`src/lac_pkg.sv`:
```
package lac_pkg;

    localparam int MAX_LAGS    = 64;
    localparam int MAX_SAMPLES = 16384;
    localparam int SAMPLE_BITS = 24;

    localparam int DEV_W  = SAMPLE_BITS + 1;
    localparam int PROD_W = 2 * DEV_W;
    localparam int SUM_W  = 64;
    localparam int VAR_W  = 48;
    localparam int CNT_W  = 15;
    localparam int LAG_W  = 6;
    localparam int Q_W    = 18;
    localparam int DEN_W  = 63;
    localparam int FRAC_STEPS = 17;

    localparam logic [2:0] REG_MEAN_X   = 3'd0;
    localparam logic [2:0] REG_MEAN_Y   = 3'd1;
    localparam logic [2:0] REG_MEAN_Z   = 3'd2;
    localparam logic [2:0] REG_VAR_X    = 3'd3;
    localparam logic [2:0] REG_VAR_Y    = 3'd4;
    localparam logic [2:0] REG_VAR_Z    = 3'd5;
    localparam logic [2:0] REG_LAGCOUNT = 3'd6;

    typedef logic signed [DEV_W-1:0] t_dev;
    typedef logic signed [SUM_W-1:0] t_sum;
    typedef t_dev t_dev3 [3];
    typedef t_sum t_sum3 [3];

    typedef struct packed {
        logic dev_vld;
        logic prod_vld;
        logic shift;
        logic clear;
    } t_cell_ctrl;

    typedef enum logic [2:0] {
        S_RUN,
        S_W1,
        S_W2,
        S_LOAD,
        S_DIV,
        S_EMIT
    } t_state;

    typedef enum logic [1:0] {
        D_IDLE,
        D_INIT,
        D_ITER
    } t_div_ph;

endpackage

```
`src/lac_div.sv`:
```
module lac_div (
    input  logic                             i_clk,
    input  logic                             i_rst_n,
    input  logic                             i_start,
    input  lac_pkg::t_sum                    i_sum,
    input  logic [lac_pkg::CNT_W-1:0]        i_cnt,
    input  logic [lac_pkg::VAR_W-1:0]        i_var,
    output logic                             o_done,
    output logic signed [lac_pkg::Q_W-1:0]   o_q
);
    import lac_pkg::*;

    t_div_ph                r_ph, n_ph;
    logic [SUM_W-1:0]       r_mag;
    logic                   r_neg;
    logic [DEN_W-1:0]       r_den;
    logic [DEN_W-1:0]       r_rem;
    logic [Q_W-1:0]         r_f;
    logic                   r_sat;
    logic [4:0]             r_cnt;
    logic                   r_done;

    logic [VAR_W-1:0]       w_var;
    logic [SUM_W-1:0]       w_t;
    logic                   w_b;
    logic                   w_q0;
    logic [Q_W:0]           w_rnd;
    logic [Q_W-1:0]         w_mag;

    assign w_var = (i_var == '0) ? VAR_W'(1) : i_var;
    assign w_t   = {r_rem, 1'b0};
    assign w_b   = w_t >= {1'b0, r_den};
    assign w_q0  = r_mag >= {1'b0, r_den};

    always_comb begin
        n_ph = r_ph;
        unique case (r_ph)
            D_IDLE: if (i_start) n_ph = D_INIT;
            D_INIT: n_ph = D_ITER;
            D_ITER: if (r_cnt == 5'(FRAC_STEPS - 1)) n_ph = D_IDLE;
            default: n_ph = D_IDLE;
        endcase
    end

    always_ff @(posedge i_clk) begin
        if (!i_rst_n) begin
            r_ph   <= D_IDLE;
            r_done <= 1'b0;
        end else begin
            r_ph   <= n_ph;
            r_done <= (r_ph == D_ITER) && (r_cnt == 5'(FRAC_STEPS - 1));
        end
    end

    always_ff @(posedge i_clk) begin
        unique case (r_ph)
            D_IDLE: begin
                if (i_start) begin
                    r_neg <= i_sum[SUM_W-1];
                    r_mag <= i_sum[SUM_W-1] ? (SUM_W'(0) - i_sum) : i_sum;
                    r_den <= DEN_W'(i_cnt) * DEN_W'(w_var);
                end
            end
            D_INIT: begin
                r_sat <= r_mag >= {r_den, 1'b0};
                r_rem <= w_q0 ? DEN_W'(r_mag - {1'b0, r_den}) : DEN_W'(r_mag);
                r_f   <= Q_W'(w_q0);
                r_cnt <= '0;
            end
            D_ITER: begin
                r_rem <= w_b ? DEN_W'(w_t - {1'b0, r_den}) : DEN_W'(w_t);
                r_f   <= {r_f[Q_W-2:0], w_b};
                r_cnt <= r_cnt + 5'd1;
            end
            default: ;
        endcase
    end

    // round half away from zero on the magnitude, then clamp per sign
    always_comb begin
        w_rnd = r_sat ? (Q_W+1)'(131073) : (({1'b0, r_f} + (Q_W+1)'(1)) >> 1);
        if (r_neg) begin
            w_mag = (w_rnd > (Q_W+1)'(131072)) ? Q_W'(131072) : Q_W'(w_rnd);
            o_q   = $signed(Q_W'(0) - w_mag);
        end else begin
            w_mag = (w_rnd > (Q_W+1)'(131071)) ? Q_W'(131071) : Q_W'(w_rnd);
            o_q   = $signed(w_mag);
        end
    end

    assign o_done = r_done;

endmodule

```
`config.mk`:
```
export PLATFORM = sky130hd
export DESIGN_NAME = lac_div
export DESIGN_NICKNAME = d
export VERILOG_FILES = /design/src/lac_pkg.sv /design/src/lac_div.sv
export SDC_FILE = /design/constraint.sdc
export NUM_CORES = 2
export LEC_CHECK = 0
export BUFFER_PORTS_ARGS = -buffer_cell sky130_fd_sc_hd__buf_2
export CELL_PAD_IN_SITES_DETAIL_PLACEMENT = 1
export CELL_PAD_IN_SITES_GLOBAL_PLACEMENT = 1
export CORE_ASPECT_RATIO = 1.1
export CORE_MARGIN = 4
export CORE_UTILIZATION = 45
export DETAILED_ROUTE_END_ITERATION = 10
export PLACE_DENSITY = 0.82
export RECOVER_POWER = 50
export SETUP_SLACK_MARGIN = 0.5
export SYNTH_ARGS = -nofsm -noshare
export SYNTH_HDL_FRONTEND = slang
export SYNTH_SLANG_ARGS = --single-unit
```
`constraint.sdc`:
```
create_clock -name i_clk -period 7.2 [get_ports i_clk]
set_input_delay 0.72 -clock i_clk [delete_from_list [all_inputs] [get_ports i_clk]]
set_output_delay 0.72 -clock i_clk [all_outputs]
set_load 0.01 [all_outputs]
```
==> out/results.txt <==
For the final hold violation count, the log shows 0. Clock latency on the worst-skew pair, taken at its later pin, is 0.57 ns. For the initial core utilization, the log shows 0.454. The startpoint-to-endpoint class of the critical path was in2reg. Initial antenna violation count: 1. The via-per-instance ratio is 5.93.

STA classifies the critical path endpoint as a flip-flop. The logs give 116 mm for the HPWL after detailed placement and 0.945 for the routability congestion estimate. Timing would allow up to 137 MHz. The worst path buffer plus inverter count is 6, and the part of the Yosys area used for sequential elements is 0.155. The worst setup margin was -0.0773 ns; the total number of placement rows was 117. The remaining design rule violation count came out at 0. The first global-routing pass estimated 231 mm of wire.

The run gives 0 as the number of warnings printed during yosys synthesis. In this design, the critical path's most frequently occurring cell is sky130_fd_sc_hd__fa_1. In this run, placement finished with an instance count of 6252. The number of nets in the synthesized netlist is 5886. The final max-slew violation count is 155. Total of endpoints with negative setup slack in the final report: 3. TritonCTS built the clock tree.

After floorplanning, the core was sized to cover 0.0927 mm². The number of I/O pins is 149, and the clock period minus final worst setup slack is 7.28 ns. The area growth from synthesis to layout is 13.0%. For this run the aggregate overflow at the end of global routing stands at 0. The combined global-route utilization of all metal layers was 0.294. Grouping stages by cell kind, the critical path spends the most delay in adder cells.

At the worst endpoint, the arrival time is 7.57 ns. The run finished, with violations left. The final layout contains 6129 nets. In this run, synthesis produced a sequential element count of 218. In the layout the commonest cells are sky130_fd_sc_hd__inv_1, sky130_fd_sc_hd__nand2_1, sky130_fd_sc_hd__fa_1. The slowest stage of the critical path belongs to the cell sky130_fd_sc_hd__fa_2. The cell area that synthesis handed to floorplanning was 0.0421 mm².

Entering global routing, the biggest net connects 83 pins. The detailed router finished its first iteration with 3060 violations. The H-tree depth was 1. The maximum net fanout on the critical path was 8; the number of distinct library cells after synthesis was 77. The tightest min-delay check is of the in2reg type.

The checks that failed: capacitance limit, slew limit, setup timing. The run gives 23 as the number of buffers added by the clock tree synthesis step. STA puts the critical path data required time at 7.50 ns. The count of flip-flops with a built-in enable after synthesis was 215.

The max-cap violation count was 3; the non-filler instance count after layout was 6340. The first detailed-routing pass ran for 5 iterations. The average instance area after synthesis was 8.71 µm².

The run gives 3 as the clock tree buffer depth. The run gives 0.0984 mm² as the full die area. On the worst path, the slowest cell contributes a delay of 0.58 ns. Synthesis produced 4832 cells.

The overall die width was 300 µm. The detail route stage leaves a number of antenna-violating nets equal to 0. The setup TNS is -0.137 ns, and the number of input and output port buffers inserted is 148. Once placement finished, the instance area stood at 0.0458 mm². Summed over all layers, the routed wires come to 151 mm.

The share of the clock period used by the worst path after layout works out to 1.01. For the pin with the worst max-slew slack, the measured transition is 3.07 ns. The tools report the number of vias after detailed routing as 37600. The most frequent standard cell in the layout excluding fill and tap cells is sky130_fd_sc_hd__inv_1. For the final design area excluding fillers, the log shows 0.0475 mm².

The relative max-transition margin is -1.05. The async set-or-reset flop fraction in the synthesized netlist came out at 0. Clock tree synthesis selected as its root buffer the cell sky130_fd_sc_hd__clkbuf_16. The floorplan step set the die height to 329 µm. The flop-to-flop setup slack came out at 2.16 ns.

Final clock skew: 0.0328 ns. Setup repair after global routing could not meet its margin everywhere. The via count of the first global-routing pass was 41300.

After detailed routing, the average wire length per cell comes to 23.9 µm. The clock transition at the registers of the reported paths was 0.06 ns; the fraction of final layout cells sized beyond drive strength 1 was 0.124. The worst setup path is launched from a primary input.

Most used flip-flop cell after synthesis: sky130_fd_sc_hd__edfxtp_1. The tools report the number of clock sinks as 218.
## area by class of cell
cell class                      count  area, µm²
Timing Repair Buffer              460       3370
Multi-Input combinational cell   3697      32900
Clock buffer                       26        587
Fill cell                       10900      45100
Sequential cell                   218       6520
Clock inverter                     14        123
Inverter                          675       2530
Antenna cell                        1       2.50
Tap cell                         1249       1560
## per-stage QoR
step	hold slack (ns)	utilization	worst slack, ns
after floorplan	0.553	-	0.136
after global placement	0.581	0.494	-0.665
after detailed placement	0.602	0.494	-0.931
after CTS	0.351	0.508	0.261
after global routing	0.420	0.513	-0.205
final	0.415	0.513	-0.0773
## registers in the layout, indices dropped and copies added (netlist names)
register  cells
r_sat         1
r_cnt         5
r_mag        64
o_done        1
r_ph          2
r_neg         1
r_rem        63
r_f          18
r_den        63
## kinds of logic after synthesis
family / Yosys count / synth area share
xor+xnor: 249 / 0.0518
compound gates: 954 / 0.143
fa+ha+maj: 924 / 0.382
flops: 218 / 0.155
mux: 20 / 0.00494
simple gates: 1550 / 0.182
buf+inv: 917 / 0.0818
## synth_stat cells (all sizes together), types with 67 or more instances
master | number | share of area
a21o | 116 | 0.021
nand2 | 610 | 0.054
clkbuf | 233 | 0.021
edfxtp | 215 | 0.15
nand3 | 67 | 0.0080
xor2 | 79 | 0.016
inv | 673 | 0.060
fa | 598 | 0.28
a21oi | 324 | 0.039
nor2 | 209 | 0.019
and2 | 362 | 0.054
ha | 326 | 0.097
xnor2 | 170 | 0.035
o21ai | 182 | 0.022
## what timing repair did
item                                    CTS  global route
gates resized for setup                  68            91
hold buffers                              0             0
endpoints found under the setup margin   31            36
setup buffers                            34            13
pin swaps                                41            59
## worst paths after layout
kind,startpoint,endpoint,cells after the start
worst max-delay path,i_var[34],r_den[62],28
worst min-delay path,i_rst_n,r_ph[0],2
worst max register to register,r_den[0],r_rem[13],13
worst min register to register,r_f[15],r_f[16],2
## layer usage
layer	vias to the layer above	global-route usage	wire [µm]
met1	19200	0.373	61200
li1	16500	-	-
met5	-	0	0
met2	1498	0.514	73800
met4	0	0.121	7820
met3	465	0.0325	8420
Power is left out: the tool's default activity adds up to more than one toggle a clock period on the data nets, which glitch-free logic cannot reach.
